`src/cht_queue.sv`:
```
// Two-entry queue that decouples the front end from the back end.
module cht_queue #(
    parameter int WIDTH = 8
) (
    input  logic             clk,
    input  logic             rst_n,
    input  logic             push_valid,
    output logic             push_ready,
    input  logic [WIDTH-1:0] push_data,
    output logic             pop_valid,
    input  logic             pop_ready,
    output logic [WIDTH-1:0] pop_data
);

    logic [WIDTH-1:0] slot_reg [2];
    logic             wr_ptr_reg, wr_ptr_next;
    logic             rd_ptr_reg, rd_ptr_next;
    logic [1:0]       fill_reg, fill_next;
    logic             do_push, do_pop;

    assign push_ready = (fill_reg != 2'd2);
    assign pop_valid  = (fill_reg != 2'd0);
    assign pop_data   = slot_reg[rd_ptr_reg];
    assign do_push    = push_valid && push_ready;
    assign do_pop     = pop_valid && pop_ready;

    always_comb
    begin
        wr_ptr_next = wr_ptr_reg ^ do_push;
        rd_ptr_next = rd_ptr_reg ^ do_pop;
        fill_next   = fill_reg + 2'(do_push) - 2'(do_pop);
    end

    always_ff @(posedge clk or negedge rst_n)
    begin
        if (!rst_n)
        begin
            wr_ptr_reg <= 1'b0;
            rd_ptr_reg <= 1'b0;
            fill_reg   <= 2'd0;
        end
        else
        begin
            wr_ptr_reg <= wr_ptr_next;
            rd_ptr_reg <= rd_ptr_next;
            fill_reg   <= fill_next;
        end
    end

    always_ff @(posedge clk)
    begin
        if (do_push)
        begin
            slot_reg[wr_ptr_reg] <= push_data;
        end
    end

endmodule

```
`config.mk`:
```
export PLATFORM = sky130hd
export DESIGN_NAME = cht_queue
export DESIGN_NICKNAME = d
export VERILOG_FILES = /design/src/cht_queue.sv
export SDC_FILE = /design/constraint.sdc
export NUM_CORES = 1
export LEC_CHECK = 0
export BUFFER_PORTS_ARGS = -buffer_cell sky130_fd_sc_hd__buf_2
export CORE_AREA = 2 2 44 46
export DETAILED_ROUTE_END_ITERATION = 7
export DIE_AREA = 0 0 46 48
export GPL_ROUTABILITY_DRIVEN = 0
export HOLD_SLACK_MARGIN = 0.15
export PLACE_DENSITY = 0.78
export SYNTH_ARGS = -nofsm -noshare
export SYNTH_HDL_FRONTEND = slang
export SYNTH_SLANG_ARGS = --single-unit
export TNS_END_PERCENT = 10
```
`constraint.sdc`:
```
create_clock -name clk -period 1.7 [get_ports clk]
set_clock_uncertainty 0.05 [all_clocks]
set_input_delay 0.34 -clock clk [delete_from_list [all_inputs] [get_ports clk]]
set_output_delay 0.34 -clock clk [all_outputs]
set_load 0.1 [all_outputs]
```
# == Yosys cells after proc, flatten, opt, wreduce, memory -nomap -nowiden ==
# Memories as Yosys holds them, arrays and structs flattened.
# Cells that the tools add are included.
# classes
n_addsub,2
eq_ne,1
n_mux,2
bitwise,2
reduce_logical,3
# ops
operator,n
$add 2x1->2,1
$logic_and 1x1->1,2
$mux 1,2
$ne 2x2->1 const B,1
$reduce_bool 2->1,1
$sub 2x1->2,1
$xor 1x1->1,2
# word_totals
register_bits,4
mem_bits_rw,16
out_inout_bits,10
elab_cells,14
memories,1
# memory_table
memory,depth,width,read_ports,rd_clocked_by_memory_dff,write_ports,line_no,source
slot_reg,2,8,1,0,1,15,logic [WIDTH-1:0] slot_reg [2];

# == Depth between registers and ports, before layout ==
# Gate-level depths: netlist (run 1).
# logic_depth
word_depth,4
ltp_mapped,5
ltp_nobuf,5

# == Least setup slack after synthesis (run 1) ==
# OpenSTA, ideal clock, no wires.
# synth_path
path_type,register to register
startpoint,register fill_reg[0]
endpoint,memory slot_reg[0][0] (enable)
setup_time_ns,0.332
t_arrival_ns,1.746
path_slack_ns,-0.428
path_stages_with_launch,4
n_path_buf,0
period_less_slack_ns,2.128
path_cell_list,dfrtp_1 > nand2b_1 > and2_1 > ha_1
# synth_via
elab_chain_cells,4
# synth_rtl
item,line_no,source
"start, declared",18,"logic [1:0] fill_reg, fill_next;"
"start signal, assigned",46,fill_reg <= fill_next;
$ne 2x2->1,21,assign push_ready = (fill_reg != 2'd2);
net push_ready,8,"output logic push_ready,"
$logic_and 1x1->1,24,assign do_push = push_valid && push_ready;
$mux 1,52,if (do_push)
$mux 1 (implied by the code),54,slot_reg[wr_ptr_reg] <= push_data;
"end, declared",15,
# The timed path passes the listed nets, and every way through them passes these cells.

# == Worst setup path after layout (run 1) ==
# layout_path
startpoint,register rd_ptr_reg
endpoint,output pop_data[2]
# layout_via
elab_chain_cells,1
# layout_rtl
item,line_no,source
"start, declared",17,"logic rd_ptr_reg, rd_ptr_next;"
"start signal, assigned",45,rd_ptr_reg <= rd_ptr_next;
$mem_v2 2x8,n/a,
"end, declared",12,output logic [WIDTH-1:0] pop_data
# No other way between the ends.

==> results.json, run 1 <==
{
  "min_from": "push_data[3]",
  "crit_cells": 3,
  "ctsRootBufferMaster": "clkbuf_4",
  "dpl-instance-area_um2": 933,
  "final_util": 0.650,
  "viasPerCell": 5.01,
  "violations": "negative setup slack",
  "first_iter_violations": 3,
  "fin_nets": 92,
  "synth.area.top_cells": "edfxtp_1, dfrtp_1, mux2_2, ha_1, xnor2_1",
  "reg2reg_to": "slot_reg[0][7]",
  "end_kind": "output pin",
  "rrSetupSlack_ns": 0.27,
  "cts_tree": "yes",
  "start_util": 0.476,
  "via_count": 471,
  "status": "finished with violations",
  "die_y_um": 48,
  "maxCapViolCount": 0,
  "setup_viol": 7,
  "yosys-top-cells-count": "edfxtp_1, mux2_2, dfrtp_1",
  "ff2ff_path_depth": 3,
  "crit_arrival_ns": 1.34,
  "drtAntennaViolNets": 0,
  "syn-cell-area_um2": 805,
  "rsz0062_at_grt": "yes",
  "netlist.top_cell.by_area": "edfxtp_1",
  "max_slew_margin": 0.753,
  "synth_cell_type_count": 19,
  "overflow": 0,
  "largest_register_ff_count": 16,
  "finalWirelength_um": 1280,
  "r2r_start": "fill_reg[0]",
  "synth_top_area_frac": 0.597,
  "htreeDepth": 1,
  "fin_cells": 94,
  "finalHoldViolCount": 0,
  "cts_made_buffers": 3,
  "fin_crit_ns": 1.73,
  "clockBufferDepth": 2,
  "finalInstanceArea_um2": 1100,
  "fin_ws_ns": -0.0278,
  "startpoint_type": "flop",
  "clk_latency_ns": 0.29,
  "syn_nets": 62,
  "cp_max_fo": 4,
  "fmaxAchievable_mhz": 579,
  "die_w_um": 46,
  "dp_slack_ns": 0.0877,
  "dpl.hpwl_um": 873,
  "core_region_area_um2": 1690,
  "dieArea_um2": 2210,
  "path_cells": "buf_6 -> mux2_4 -> buf_12",
  "grt_pass1_vias": 464,
  "path_buf_inv": 2,
  "seq_area_frac_synth": 0.722,
  "synth_ff_type": "edfxtp_1",
  "area_delta_synth_final_pct": 36.5,
  "numPortBuffers": 21,
  "drc_errors": 0,
  "antenna_found_initial": 0,
  "crit_required_ns": 1.31,
  "wl_per_cell_um": 13.6,
  "yosys.cell_count.top_type": "edfxtp_1",
  "top_level_ports": 22,
  "firstDrtPassIters": 4,
  "slowest_stage": "dfrtp_2",
  "worst_slew_pin_slew_ns": 0.370,
  "grt_pass1_wl_um": 1890,
  "path_clk_slew_ns": 0.10,
  "antenna_cells": 0,
  "dp.cells": 85,
  "grt_use_total": 0.128,
  "worstSetupEndpoint": "pop_data[2]",
  "n_fill_cell": 129,
  "path_class": "flop to output pin",
  "crit_family": "flip-flops",
  "postSynthCellCount": 48,
  "clock_sinks": 20,
  "ys_warn_count": 0,
  "hold_class": "input port to flop",
  "final_max_slew_viol_count": 0,
  "grt_max_degree": 12,
  "synth_edf_count": 16,
  "avgSynthCellArea_um2": 16.8,
  "drive_gt1_frac": 0.532,
  "startpoint": "rd_ptr_reg",
  "ys_async_sr_fraction": 0.200,
  "num_rows": 15,
  "fin_crit_sh": 1.02,
  "critPathMaxStageDelay_ns": 0.43,
  "ys_seq_elements": 20
}
kinds of logic after synthesis:
family | after synthesis | share of synthesized area
flops | 20 | 0.722
simple gates | 9 | 0.0591
mux | 8 | 0.112
compound gates | 4 | 0.0389
buf+inv | 3 | 0.0155
xor+xnor | 2 | 0.0218
fa+ha+maj | 2 | 0.0311
through the flow:
| step | TNS, ns | hold slack, ns |
|---|---|---|
| floorplan | 0 | -0.00559 |
| global placement | 0 | 0.103 |
| detailed placement | 0 | 0.108 |
| CTS | -0.116 | 0.173 |
| global route | -0.488 | 0.164 |
| finish | -0.113 | 0.182 |
per-layer routing:
| layer | part of all wire | vias to the layer above | track usage | routed length, um |
|---|---|---|---|---|
| li1 | - | 234 | - | - |
| met2 | 0.52 | 16 | 0.217 | 666 |
| met3 | 0.065 | 2 | 0.0453 | 83 |
| met5 | 0 | - | 0 | 0 |
| met4 | 0.014 | 0 | 0.0686 | 18 |
| met1 | 0.40 | 219 | 0.143 | 513 |
cell usage in the layout, fill, tap and decap left out, drive strengths merged:
cell type	n
xnor2	2
nor2	2
nor2b	1
mux2	8
nand2b	1
dfrtp	4
nand3	1
a32oi	1
and3	1
dlygate4sd3	1
or2	1
inv	2
nand2	1
a21bo	1
edfxtp	16
clkbuf	4
and2	1
ha	2
buf	25
a211oi	1
o21ai	1
worst min path at each step:
stage                endpoint  slack [ns]  depth (start not counted)
2_1_floorplan     fill_reg[0]      -0.006                          0
3_3_place_gp       wr_ptr_reg        0.10                          1
3_5_place_dp       wr_ptr_reg        0.11                          1
4_1_cts        slot_reg[0][4]        0.17                          1
5_1_grt        slot_reg[0][1]        0.16                          1
6_report       slot_reg[0][3]        0.18                          1
worst reg2reg max path, stage by stage (launching register included):
cell      delay (ns)
dfrtp_2         0.42
nand2b_4        0.14
and2_1          0.12
ha_1            0.36
layout make-up:
cell class                      count  area, um2  share of cell area
Clock buffer                        4       26.3              0.0239
Inverter                            2       7.51             0.00683
Timing Repair Buffer               26        233               0.212
Sequential cell                    20        584               0.532
Tap cell                           17       21.3              0.0194
Multi-Input combinational cell     25        226               0.206
repair_timing:
| item | CTS | global route |
|---|---|---|
| resized for setup | 25 | 8 |
| hold buffers | 1 | 0 |
| hold endpoints to repair | 4 | 0 |
| buffers inserted | 4 | 0 |
| setup endpoints to repair | 10 | 9 |
Power of run 1 is not shown: default switching activity piles up to over one toggle a cycle in this logic, so the estimate is an artifact.
==> inputs of run 2 (changes only) <==
- PLACE_DENSITY: 0.78 -> 0.75
==> results.json, run 2 (synthesis gave the netlist of run 1 again) <==
{
  "setup_tns_ns": -0.0579,
  "die_y_um": 48,
  "drc_errors": 0,
  "overflow": 0,
  "numPortBuffers": 21,
  "cp_max_fo": 4,
  "top_level_ports": 22,
  "first_iter_violations": 6,
  "fmaxAchievable_mhz": 581,
  "violations": "negative setup slack",
  "crit_required_ns": 1.31,
  "grt_pass1_wl_um": 2010,
  "dieArea_um2": 2210,
  "status": "finished with violations",
  "rrSetupSlack_ns": 0.19,
  "firstDrtPassIters": 4,
  "dpl.hpwl_um": 898,
  "final_max_slew_viol_count": 0,
  "drive_gt1_frac": 0.520,
  "cts_tree": "yes",
  "maxCapViolCount": 0,
  "worst_slew_pin_slew_ns": 0.390,
  "startpoint_type": "flop",
  "area_delta_synth_final_pct": 38.9,
  "wl_per_cell_um": 13.9,
  "clk_latency_ns": 0.29,
  "setup_viol": 7,
  "finalWirelength_um": 1280,
  "core_region_area_um2": 1690,
  "cts_made_buffers": 3,
  "via_count": 468,
  "end_kind": "output pin",
  "clock_sinks": 20,
  "drtAntennaViolNets": 0,
  "mostFrequentLayoutCell": "edfxtp_1",
  "start_util": 0.476,
  "grt_max_degree": 13,
  "crit_family": "flip-flops",
  "fin_nets": 90,
  "layout_common_cells": "edfxtp_1, buf_2, buf_6",
  "clockBufferDepth": 2,
  "rsz0062_at_grt": "yes",
  "path_cells": "buf_4 -> mux2_2 -> buf_8",
  "critPathMaxStageDelay_ns": 0.38,
  "path_buf_inv": 2,
  "largest_register_ff_count": 16,
  "grt_use_total": 0.134,
  "antenna_cells": 0,
  "path_class": "flop to output pin",
  "num_rows": 15,
  "viasPerCell": 5.09,
  "die_w_um": 46,
  "antenna_found_initial": 0,
  "crit_arrival_ns": 1.33,
  "finalHoldViolCount": 0,
  "htreeDepth": 1,
  "path_clk_slew_ns": 0.11,
  "fin_crit_sh": 1.01,
  "hold_class": "input port to flop",
  "max_slew_margin": 0.740,
  "grt_pass1_vias": 500,
  "fin_crit_ns": 1.72,
  "ctsRootBufferMaster": "clkbuf_4",
  "fin_ws_ns": -0.0204,
  "slowest_stage": "dfrtp_2"
}
==> run 2: cell types whose count changed in the layout (fill, tap and decap cells not counted), sizes merged <==
| cell | delta |
|---|---|
| buf | -2 |
| clkbuf | -1 |
| bufinv | +1 |
==> run 2: layer usage <==
layer | GRT usage | wire, um | vias to the layer above
li1 | - | - | 229
met4 | 0.0514 | 0 | 0
met3 | 0.0226 | 56 | 0
met2 | 0.247 | 704 | 14
met1 | 0.154 | 516 | 225
met5 | 0 | 0 | -
==> run 2: worst paths after layout <==
check	startpoint	endpoint	cells after the start
min in group asynchronous	rst_n	fill_reg[1]	2
max in group asynchronous	rst_n	rd_ptr_reg	2
worst min-delay path	push_data[1]	slot_reg[0][1]	1
worst min register to register	rd_ptr_reg	rd_ptr_reg	2
worst max register to register	fill_reg[0]	slot_reg[0][0]	3
worst max-delay path	rd_ptr_reg	pop_data[6]	3
==> run 2: cell type report <==
class	count	area, um2
multi-input combinational	25	226
clock buffer	3	22.5
timing repair buffer	24	226
inverter	2	7.51
tap	17	21.3
sequential	20	583
fill	119	572
clock inverter	1	30.0
==> run 2: what timing repair did <==
item	in CTS	in global routing
gates resized for setup	29	1
endpoints found under the hold margin	4	0
buffers inserted	2	0
cloned	0	0
pin swaps	0	0
hold buffers	1	0
setup endpoints to repair	9	9
==> run 2: metrics by stage <==
step	utilization	hold WS (ns)	setup slack (ns)	instance area (um2)	instances
final	0.661	0.180	-0.0204	1120	92
after floorplan	-	-0.00559	0.107	812	48
after CTS	0.659	0.174	-0.0325	1110	92
after detailed placement	0.561	0.108	0.0554	948	85
after global routing	0.661	0.169	-0.0606	1120	92
after global placement	0.561	0.0999	0.0793	948	85
Power of run 2 is left out for the same reason.
