==> config.mk <==
export PLATFORM = sky130hd
export DESIGN_NAME = cht_front_flat
export DESIGN_NICKNAME = d
export VERILOG_FILES = /design/src/cht_pkg.sv /design/src/cht_if.sv /design/src/cht_front.sv /design/src/flat_wrapper.sv
export SDC_FILE = /design/constraint.sdc
export NUM_CORES = 1
export LEC_CHECK = 0
export BUFFER_PORTS_ARGS = -buffer_cell sky130_fd_sc_hd__buf_2
export CAP_MARGIN = 40
export CORE_MARGIN = 5
export CORE_UTILIZATION = 37
export DETAILED_ROUTE_END_ITERATION = 10
export MAX_ROUTING_LAYER = met4
export PLACE_DENSITY = 0.68
export SYNTH_ARGS = -nofsm -noshare
export SYNTH_HDL_FRONTEND = slang
export SYNTH_SLANG_ARGS = --single-unit
==> constraint.sdc <==
create_clock -name clk -period 9.93 [get_ports clk]
set_input_delay 0.4965 -clock clk [delete_from_list [all_inputs] [get_ports clk]]
set_output_delay 0.4965 -clock clk [all_outputs]
set_load 0.05 [all_outputs]
==> src/cht_pkg.sv <==
// Shared widths, operation and status codes, and the operation type of the hash table.
package cht_pkg;

    localparam int MODE_W   = 2;
    localparam int KEY_W    = 31;
    localparam int VAL_W    = 32;
    localparam int STATUS_W = 2;
    localparam int COUNT_W  = 9;
    localparam int CFG_W    = 7;

    // Key bits folded into the remainder per front cycle.
    localparam int DIGITS_PER_CYCLE = 4;

    localparam logic [MODE_W-1:0] MODE_INSERT = 2'd0;
    localparam logic [MODE_W-1:0] MODE_GET    = 2'd1;
    localparam logic [MODE_W-1:0] MODE_REMOVE = 2'd2;
    localparam logic [MODE_W-1:0] MODE_CLEAR  = 2'd3;

    localparam logic [STATUS_W-1:0] STATUS_DONE    = 2'd0;
    localparam logic [STATUS_W-1:0] STATUS_MISSING = 2'd1;
    localparam logic [STATUS_W-1:0] STATUS_FULL    = 2'd2;

    localparam logic [CFG_W-1:0] BUCKET_COUNT_RESET = 7'd64;

    typedef struct packed {
        logic [MODE_W-1:0] mode;
        logic [KEY_W-1:0]  key;
        logic [VAL_W-1:0]  value;
    } cht_op_t;

endpackage

==> src/cht_if.sv <==
// Valid/ready channel interfaces for operation items and result items.
interface cht_in_if;
    import cht_pkg::*;

    logic                    valid;
    logic                    ready;
    logic [MODE_W-1:0]       mode;
    logic [KEY_W-1:0]        lookup_key;
    logic signed [VAL_W-1:0] entry_value;

    modport source (output valid, mode, lookup_key, entry_value, input ready);
    modport sink   (input valid, mode, lookup_key, entry_value, output ready);
endinterface


==> src/cht_front.sv <==
// Front end: accepts operation items and computes the bucket as key modulo the bucket count.
module cht_front #(
    parameter int MAX_BUCKETS = 64,
    parameter int BUCKET_W    = 6
) (
    input  logic                      clk,
    input  logic                      rst_n,
    cht_in_if.sink                    in_ch,
    input  logic [cht_pkg::CFG_W-1:0] bucket_count,
    input  logic                      init_done,
    output logic                      push_valid,
    input  logic                      push_ready,
    output cht_pkg::cht_op_t          push_op,
    output logic [BUCKET_W-1:0]       push_bucket
);
    import cht_pkg::*;

    localparam int DIV_W = $clog2(MAX_BUCKETS + 1);
    localparam int STEPS = (KEY_W + DIGITS_PER_CYCLE - 1) / DIGITS_PER_CYCLE;
    localparam int PAD_W = STEPS * DIGITS_PER_CYCLE;
    localparam int CNT_W = $clog2(STEPS + 1);

    logic             busy_reg, busy_next;
    logic [CNT_W-1:0] cnt_reg, cnt_next;
    logic [PAD_W-1:0] shift_reg, shift_next;
    logic [DIV_W-1:0] rem_reg, rem_next;
    logic [DIV_W-1:0] divisor_reg, divisor_next;
    cht_op_t          op_reg, op_next;

    logic [31:0]      bc_wide;
    logic [DIV_W-1:0] divisor_eff;
    logic [DIV_W-1:0] rem_step;
    logic [DIV_W:0]   trial;
    logic             accept;
    logic             computing;

    // A zero count acts as one bucket, a count above the maximum saturates.
    always_comb
    begin
        bc_wide = {{(32 - CFG_W){1'b0}}, bucket_count};
        if (bc_wide == 32'd0)
        begin
            bc_wide = 32'd1;
        end
        else if (bc_wide > 32'(MAX_BUCKETS))
        begin
            bc_wide = 32'(MAX_BUCKETS);
        end
        divisor_eff = bc_wide[DIV_W-1:0];
    end

    // Restoring remainder, most significant key bits first.
    always_comb
    begin
        rem_step = rem_reg;
        trial    = '0;
        for (int i = 0; i < DIGITS_PER_CYCLE; i++)
        begin
            trial = {rem_step, shift_reg[PAD_W-1-i]};
            if (trial >= {1'b0, divisor_reg})
            begin
                trial = trial - {1'b0, divisor_reg};
            end
            rem_step = trial[DIV_W-1:0];
        end
    end

    assign in_ch.ready = init_done && !busy_reg;
    assign accept      = in_ch.valid && in_ch.ready;
    assign computing   = busy_reg && (cnt_reg != CNT_W'(STEPS));
    assign push_valid  = busy_reg && (cnt_reg == CNT_W'(STEPS));
    assign push_op     = op_reg;
    assign push_bucket = BUCKET_W'(rem_reg);

    always_comb
    begin
        busy_next    = busy_reg;
        cnt_next     = cnt_reg;
        shift_next   = shift_reg;
        rem_next     = rem_reg;
        divisor_next = divisor_reg;
        op_next      = op_reg;
        if (accept)
        begin
            busy_next     = 1'b1;
            cnt_next      = '0;
            shift_next    = PAD_W'(in_ch.lookup_key);
            rem_next      = '0;
            divisor_next  = divisor_eff;
            op_next.mode  = in_ch.mode;
            op_next.key   = in_ch.lookup_key;
            op_next.value = in_ch.entry_value;
        end
        else if (computing)
        begin
            cnt_next   = cnt_reg + CNT_W'(1);
            shift_next = shift_reg << DIGITS_PER_CYCLE;
            rem_next   = rem_step;
        end
        else if (push_valid && push_ready)
        begin
            busy_next = 1'b0;
        end
    end

    always_ff @(posedge clk or negedge rst_n)
    begin
        if (!rst_n)
        begin
            busy_reg <= 1'b0;
            cnt_reg  <= '0;
        end
        else
        begin
            busy_reg <= busy_next;
            cnt_reg  <= cnt_next;
        end
    end

    always_ff @(posedge clk)
    begin
        shift_reg   <= shift_next;
        rem_reg     <= rem_next;
        divisor_reg <= divisor_next;
        op_reg      <= op_next;
    end

endmodule

==> src/flat_wrapper.sv <==
// flat-port wrapper written by rule: the top's interface ports become plain ports
module cht_front_flat import cht_pkg::*;
#(
    parameter int MAX_BUCKETS = 64,
    parameter int BUCKET_W    = 6
)
  (clk, rst_n, bucket_count, init_done, push_valid, push_ready, push_op, push_bucket, in_ch_valid, in_ch_mode, in_ch_lookup_key, in_ch_entry_value, in_ch_ready);
  cht_in_if in_ch_i ();
  input  logic clk;
  input  logic rst_n;
  input  logic [cht_pkg::CFG_W-1:0] bucket_count;
  input  logic init_done;
  output logic push_valid;
  input  logic push_ready;
  output cht_pkg::cht_op_t push_op;
  output logic [BUCKET_W-1:0] push_bucket;
  input wire logic [$bits(in_ch_i.valid)-1:0] in_ch_valid;
  input wire logic [$bits(in_ch_i.mode)-1:0] in_ch_mode;
  input wire logic [$bits(in_ch_i.lookup_key)-1:0] in_ch_lookup_key;
  input wire logic [$bits(in_ch_i.entry_value)-1:0] in_ch_entry_value;
  output wire logic [$bits(in_ch_i.ready)-1:0] in_ch_ready;
  assign in_ch_i.valid = in_ch_valid;
  assign in_ch_i.mode = in_ch_mode;
  assign in_ch_i.lookup_key = in_ch_lookup_key;
  assign in_ch_i.entry_value = in_ch_entry_value;
  assign in_ch_ready = in_ch_i.ready;
  cht_front #(.MAX_BUCKETS(MAX_BUCKETS), .BUCKET_W(BUCKET_W)) u_core (.clk(clk), .rst_n(rst_n), .in_ch(in_ch_i), .bucket_count(bucket_count), .init_done(init_done), .push_valid(push_valid), .push_ready(push_ready), .push_op(push_op), .push_bucket(push_bucket));
endmodule
# Word level (Yosys, flattened, before mapping)
# Cells that the tools add are included.
op_classes:
  n_addsub: 5
  n_lt_le_gt_ge: 5
  eq_ne: 3
  n_mux: 12
  n_reduce_logical: 11
ops:
  columns: ["cell", "count"]
  rows:
  - ["two-way mux 31 bit", 2]
  - ["two-way mux 7 bit", 5]
  - [">= comparator 8 x 7 -> 1 bit", 4]
  - ["subtractor 7 bit", 4]
  - ["two-way mux 4 bit", 2]
  - ["> comparator 7 bit, second input constant", 1]
  - ["zero test 7 bit", 1]
  - ["logical AND 1 bit", 5]
  - ["adder 4 x 1 -> 4 bit, second input constant", 1]
  - ["equality test 4 bit, second input constant", 1]
  - ["!= test 4 bit, second input constant", 1]
  - ["nonzero test 2 bit", 2]
  - ["two-way mux 1 bit", 3]
  - ["!= test 2 x 1 -> 1 bit, second input constant", 1]
  - ["AND reduction 2 bit", 1]
  - ["OR reduction 2 bit", 1]
  - ["zero test 1 bit", 1]
word_totals:
  regBits: 116
  input_bits: 77
  output_inout_bits: 73
  elab_cells: 46

# Longest topological paths before layout
# Gate-level depths: netlist of the first run.
logic_depth:
  depth_word: 8
  mapped_depth: 35
  mapped_depth_nobuf: 32

# Worst setup path after synthesis of the first run
# OpenSTA, ideal clock, no wires.
synth_path:
  kind: "register to register"
  start: "reg u_core.divisor_reg[5]"
  end: "reg u_core.rem_reg[0]"
  setup_time_ns: 0.068
  arrival_time_ns: 7.735
  t_required_ns: 9.862
  setup_slack_ns: 2.127
  stages_incl_launch_ff: 35
  path_buffers: 4
  synth_period_minus_slack_ns: 7.803
  cell_sequence: "edfxtp_1 inv_1 ha_1 buf_6 a21o_1 a211oi_2 and2b_1 buf_6 mux2_2 ha_1 nor2b_1 o21ai_0 a31oi_1 o21a_1 a2111oi_4 buf_2 mux2_2 fa_1 nor2b_1 o21ai_0 a31o_2 a21o_1 and2_1 mux2_2 mux2i_1 fa_1 a21o_1 a21oi_1 a21oi_1 o21a_1 o21a_1 a2111o_1 buf_4 mux2_4 o21ai_2"
synth_between:
  elab_chain_len: 8
  elab_cells_between_ends: 11
  cone_classes: "3 x add/sub; 4 x order compare; 4 x mux"
synth_lines:
  columns: ["element", "line", "source"]
  rows:
  - ["start, declared", "cht_front.sv:27", "logic [DIV_W-1:0] divisor_reg, divisor_next;"]
  - ["start signal, assigned", "cht_front.sv:124", "divisor_reg <= divisor_next;"]
  - ["subtractor 7 bit / >= comparator 8 x 7 -> 1 bit (equally long branches)", "cht_front.sv:62, cht_front.sv:60", null]
  - ["two-way mux 7 bit", "cht_front.sv:60", "if (trial >= {1'b0, divisor_reg})"]
  - ["subtractor 7 bit / >= comparator 8 x 7 -> 1 bit (equally long branches)", "cht_front.sv:62, cht_front.sv:60", null]
  - ["two-way mux 7 bit", "cht_front.sv:60", null]
  - [">= comparator 8 x 7 -> 1 bit / subtractor 7 bit (equally long branches)", "cht_front.sv:60, cht_front.sv:62", null]
  - ["two-way mux 7 bit", "cht_front.sv:60", null]
  - [">= comparator 8 x 7 -> 1 bit *", "cht_front.sv:60", null]
  - ["two-way mux 7 bit *", "cht_front.sv:60", null]
  - ["end signal, assigned", "cht_front.sv:123", "rem_reg <= rem_next;"]
  - ["end, declared", "cht_front.sv:26", "logic [DIV_W-1:0] rem_reg, rem_next;"]
# Mark *: on every way between the ends. The rest lies on a longest branch, timed or not.
# A chain may end at the register's enable or synchronous reset.

# Worst setup path after layout of the first run
# Ends and elaborated chain as after synthesis.

==> flow_metrics.py, run 1 <==
metrics = {
    "layout": {
        "layout_commonest_cell": "buf_2",
        "drive_gt1_share_pct": 30.7,
        "final_nets": 738,
        "area_growth_pct": 26.8,
        "fillerInstances": 1339,
        "largest_reg_flops": 65,
        "final_cell_mix": "149 x buf_2, 103 x edfxtp_1, 100 x nand2_1",
    },
    "floorplan": {
        "row_count": 45,
        "die_h_um": 134,
        "start_util_pct": 37.6,
        "die_area_um2": 18000,
        "ioPinCount": 150,
        "core_area_um2": 15100,
        "fp.dieW_um": 134,
    },
    "worst_setup_path": {
        "critical_path.max_fanout": 13,
        "crit_path_end_kind": "register",
        "crit_buf_inv": 2,
        "start_kind": "register",
        "r2r_slack_ps": 1450,
        "crit_end": "u_core.rem_reg[0]",
        "worstReg2RegStart": "u_core.divisor_reg[5]",
        "cp.required_ps": 10260,
        "cp_num_cells": 31,
        "crit_path_max_incr_delay_ps": 510,
        "reg2reg_to": "u_core.rem_reg[0]",
        "crit_type": "reg -> reg",
        "r2r_cells": 31,
        "cpMaxStageDelayCell": "a2111o_1",
        "critPathTopFamily": "compound AO/OA/AOI/OAI gates",
        "worstPathArrival_ps": 8810,
        "critical_path.startpoint": "u_core.divisor_reg[5]",
    },
    "sta": {
        "fin_skew_ps": 7.04,
        "clock.fmax_ghz": 0.118,
        "timing_hold_violations_final": 0,
        "rsz0062_at_grt": "no",
        "tightest_slew_ps": 544,
        "finalCriticalPeriod_ps": 8480,
        "slew_viol_final": 0,
        "setup_tns_ps": 0,
        "min_period_over_period_pct": 85.4,
        "slew_headroom_pct": 63.3,
        "setup_viol": 0,
    },
    "cts": {
        "ctsLongestPathBuffers": 2,
        "cts_sinks": 116,
        "cts-root-buf": "clkbuf_16",
        "cts_tree": "done",
        "numCtsBuffers": 17,
        "insertion_delay_ps": 400,
        "cts.repair.resized": 0,
        "clk_pin_slew_ps": 50,
        "h-tree-depth": 4,
    },
    "grt": {
        "grt_use_met3_pct": 4.16,
        "met2_usage_pct": 24.4,
        "grt_pass1_vias": 4313,
        "grt_start_max_net_pins": 48,
        "grt_pass1_wl_um": 21100,
        "antenna_found_initial": 1,
        "overflow": 0,
        "gr-usage-met1_pct": 19.2,
        "top_usage_layer": "met2",
        "global_route.usage.total_pct": 15.4,
    },
    "placement": {
        "place_congestion": 0.950,
        "port_buffers": 149,
        "hpwlAfterDp_um": 10100,
    },
    "route": {
        "drtIter0Drc": 297,
        "vias_per_cell": 4.93,
        "wl_per_cell_um": 16.0,
        "final_antenna_net_count": 0,
        "drc": 0,
        "vias": 4080,
        "dr.pass1.iters": 4,
        "wirelength_um": 13200,
    },
    "synth": {
        "ys_ff_latch": 116,
        "synth_xor_area_share_pct": 2.15,
        "syn_area_um2": 5690,
        "ys.flop_type": "edfxtp_1",
        "synthCells": 472,
        "synth_nets": 583,
        "muxShareOfSynthArea_pct": 4.86,
        "synth.distinct_cells": 56,
        "yosysSeqAreaShare_pct": 59.4,
        "async_flop_share_pct": 4.31,
        "synth_area_per_cell_um2": 12.1,
        "synth_compound_area_share_pct": 8.44,
        "synth_edf_count": 103,
        "synthAdderAreaFrac_pct": 8.00,
        "yosys.area_share.simple_pct": 13.4,
        "synth_top_family_by_area": "simple AND/OR/NAND/NOR gates",
        "yosysWarnings": 0,
    },
    "flow_run": {
        "maxCapViolCount": 0,
    },
    "min_path": {
        "min_path_type": "in -> reg",
        "min_path_cells": 1,
    },
    "status": {
        "status": "complete, no violations",
    },
}
## cell usage after synthesis, drive strengths merged, types with 3 or more instances
cell,number,area share [%]
mux2,10,2.0
dfxtp,8,2.8
mux2i,16,2.8
a2111oi,4,0.95
and3,4,0.44
o21ai,16,1.5
nor2,19,1.3
xor2,7,1.1
nor2b,13,1.4
ha,30,6.6
o21a,6,0.79
buf,13,1.6
a31oi,3,0.33
nand3,8,0.70
nand2b,5,0.55
a21oi,9,0.79
and2,3,0.33
nand2,100,6.6
fa,4,1.4
nand4,4,0.44
clkbuf,6,0.40
a21o,10,1.3
edfxtp,103,54
nor3,3,0.26
inv,27,1.8
xnor2,7,1.1
dfrtp,5,2.2
## timing repair
item                                   CTS  global route
endpoints found under the hold margin    5             0
buffers inserted                         0             0
hold buffers                             1             0
## worst min-delay path by stage
stage                                      from            endpoint  slack, ps
after floorplan                           rst_n     u_core.busy_reg        200
after global placement                    rst_n     u_core.busy_reg        320
after detailed placement                  rst_n   u_core.cnt_reg[3]        320
after CTS                 in_ch_entry_value[11]  u_core.push_op[11]        250
after global routing       in_ch_entry_value[1]   u_core.push_op[1]        250
final                     in_ch_entry_value[24]  u_core.push_op[24]        270
## per-layer routing
| layer | share of wire [%] | vias up |
|---|---|---|
| met5 | 0 | - |
| met4 | 1.8 | 0 |
| met3 | 7.1 | 22 |
| met2 | 48 | 133 |
| met1 | 43 | 1926 |
| li1 | - | 1999 |
## cell type report
| cell class | count | area [µm²] | share of cell area (%) |
|---|---|---|---|
| well taps | 188 | 235 | 3.26 |
| inverters | 27 | 104 | 1.44 |
| flip-flops and latches | 116 | 3380 | 46.8 |
| diodes | 1 | 2.50 | 0.0347 |
| clock inverters | 11 | 160 | 2.22 |
| multi-input cells | 310 | 2100 | 29.0 |
| repair buffers | 155 | 806 | 11.2 |
| clock buffers | 20 | 437 | 6.05 |
## cell families after synthesis
logic type,count (synthesis)
simple gates,169
flops,116
compound gates,67
buf+inv,46
fa+ha+maj,34
mux,26
xor+xnor,14
## metrics by stage
stage                     hold WS (ps)  instance area, µm²  worst slack [ps]  util (%)  instances
after floorplan                    201                5690              2130         -        472
after global placement             318                6590              1680      43.5        794
after detailed placement           321                6610              1480      43.6        795
after CTS                          251                7220              1440      47.6        827
after global routing               246                7220               850      47.7        828
final                              267                7220              1450      47.7        828
Power of run 1 is left out: the tool's default activity adds up to more than one toggle a clock period on the data nets, which glitch-free logic cannot reach.
==> run 2, diff against run 1 <==
--- a/config.mk
+++ b/config.mk
@@ -8,10 +8,10 @@
 export BUFFER_PORTS_ARGS = -buffer_cell sky130_fd_sc_hd__buf_2
 export CAP_MARGIN = 40
 export CORE_MARGIN = 5
-export CORE_UTILIZATION = 37
+export CORE_UTILIZATION = 53
 export DETAILED_ROUTE_END_ITERATION = 10
 export MAX_ROUTING_LAYER = met4
-export PLACE_DENSITY = 0.68
+export PLACE_DENSITY = 0.89
 export SYNTH_ARGS = -nofsm -noshare
 export SYNTH_HDL_FRONTEND = slang
 export SYNTH_SLANG_ARGS = --single-unit
==> flow_metrics.py, run 2 (synthesis results as in run 1) <==
metrics = {
    "layout": {
        "drive_gt1_share_pct": 30.2,
        "final_cell_mix": "149 x buf_2, 103 x edfxtp_1, 100 x nand2_1",
        "final_nets": 737,
        "fillerInstances": 704,
        "largest_reg_flops": 65,
        "area_growth_pct": 23.4,
        "postLayoutCellArea_um2": 7020,
        "layout.cells.non_filler": 772,
        "layout_commonest_cell": "buf_2",
    },
    "route": {
        "drc": 0,
        "drtIter0Drc": 276,
        "final_antenna_net_count": 0,
        "wl_per_cell_um": 19.4,
        "vias_per_cell": 5.53,
        "dr.pass1.iters": 7,
        "vias": 4270,
        "wirelength_um": 15000,
    },
    "sta": {
        "slew_headroom_pct": 52.3,
        "clock.fmax_ghz": 0.117,
        "min_period_over_period_pct": 86.4,
        "finalCriticalPeriod_ps": 8570,
        "tightest_slew_ps": 716,
        "rsz0062_at_grt": "no",
        "slew_viol_final": 0,
        "fin_skew_ps": 9.50,
        "setup_viol": 0,
        "layout_setup_ws_ps": 1360,
        "timing_hold_violations_final": 0,
        "setup_tns_ps": 0,
    },
    "worst_setup_path": {
        "crit_path_max_incr_delay_ps": 510,
        "worstPathArrival_ps": 9010,
        "crit_path_end_kind": "register",
        "start_kind": "register",
        "cpMaxStageDelayCell": "a2111o_1",
        "cp.required_ps": 10370,
        "critical_path.max_fanout": 13,
        "r2r_slack_ps": 1360,
        "crit_type": "reg -> reg",
    },
    "flow_run": {
        "maxCapViolCount": 0,
    },
    "cts": {
        "h-tree-depth": 4,
        "insertion_delay_ps": 510,
        "cts_tree": "done",
        "ctsLongestPathBuffers": 2,
        "clk_pin_slew_ps": 60,
        "cts_setup_buffers": 0,
        "cts_sinks": 116,
        "cts-root-buf": "clkbuf_8",
        "numCtsBuffers": 17,
    },
    "placement": {
        "port_buffers": 149,
        "hpwlAfterDp_um": 10500,
        "pre_cts_ws_ps": 1430,
        "place_congestion": 0.866,
        "place_inst": 742,
        "placed_area_um2": 6520,
    },
    "floorplan": {
        "core_area_um2": 10400,
        "die_h_um": 114,
        "die_area_um2": 12900,
        "ioPinCount": 150,
        "fp.dieW_um": 114,
        "start_util_pct": 54.6,
        "row_count": 37,
    },
    "status": {
        "status": "complete, no violations",
    },
    "grt": {
        "grt_pass1_wl_um": 23300,
        "global_route.usage.total_pct": 24.6,
        "antenna_found_initial": 1,
        "grt_start_max_net_pins": 67,
        "overflow": 0,
        "grt_pass1_vias": 4576,
    },
    "min_path": {
        "min_path_type": "in -> reg",
    },
}
## run 2: final timing paths
path | from | end | cells after the start
hold reg to reg | u_core.shift_reg[27] | u_core.shift_reg[31] | 2
max in group asynchronous | rst_n | u_core.busy_reg | 2
setup / recovery | u_core.divisor_reg[5] | u_core.rem_reg[0] | 31
hold / removal | in_ch_entry_value[14] | u_core.push_op[14] | 1
min in group asynchronous | rst_n | u_core.cnt_reg[3] | 2
setup reg to reg | u_core.divisor_reg[5] | u_core.rem_reg[0] | 31
## run 2: layout make-up
type / instances / area, µm² / share of cell area (%)
sequential: 116 / 3380 / 48.1
multi-input combinational: 310 / 2100 / 29.8
timing repair buffer: 154 / 786 / 11.2
clock buffer: 19 / 422 / 6.00
tap: 136 / 170 / 2.42
inverter: 27 / 103 / 1.46
clock inverter: 9 / 67.6 / 0.962
antenna: 1 / 2.50 / 0.0356
## run 2: timing repair
| item | CTS | global route |
|---|---|---|
| gates resized for setup | 0 | 0 |
| hold endpoints to repair | 5 | 0 |
| hold buffers | 1 | 0 |
## run 2: worst max-delay path, delay by kind of cell, from the launching register on
family          cells  cell delay [ps]
compound gates     16             3600
mux                 5             1680
fa+ha+maj           4             1580
buf+inv             2              440
flops               1              350
simple gates        4              840
## run 2: per-stage QoR
| stage | utilization [%] | hold slack (ps) |
|---|---|---|
| after floorplan | - | 201 |
| after global placement | 62.6 | 313 |
| after detailed placement | 62.6 | 316 |
| after CTS | 67.4 | 137 |
| after global routing | 67.4 | 125 |
| final | 67.4 | 156 |
## run 2: per-layer routing
layer  GRT usage, %  routed length [µm]
met1           26.6                5590
met2           41.8                7750
met3           8.70                1290
met4           8.81                 350
met5              -                   0
Power of run 2 is left out for the same reason.
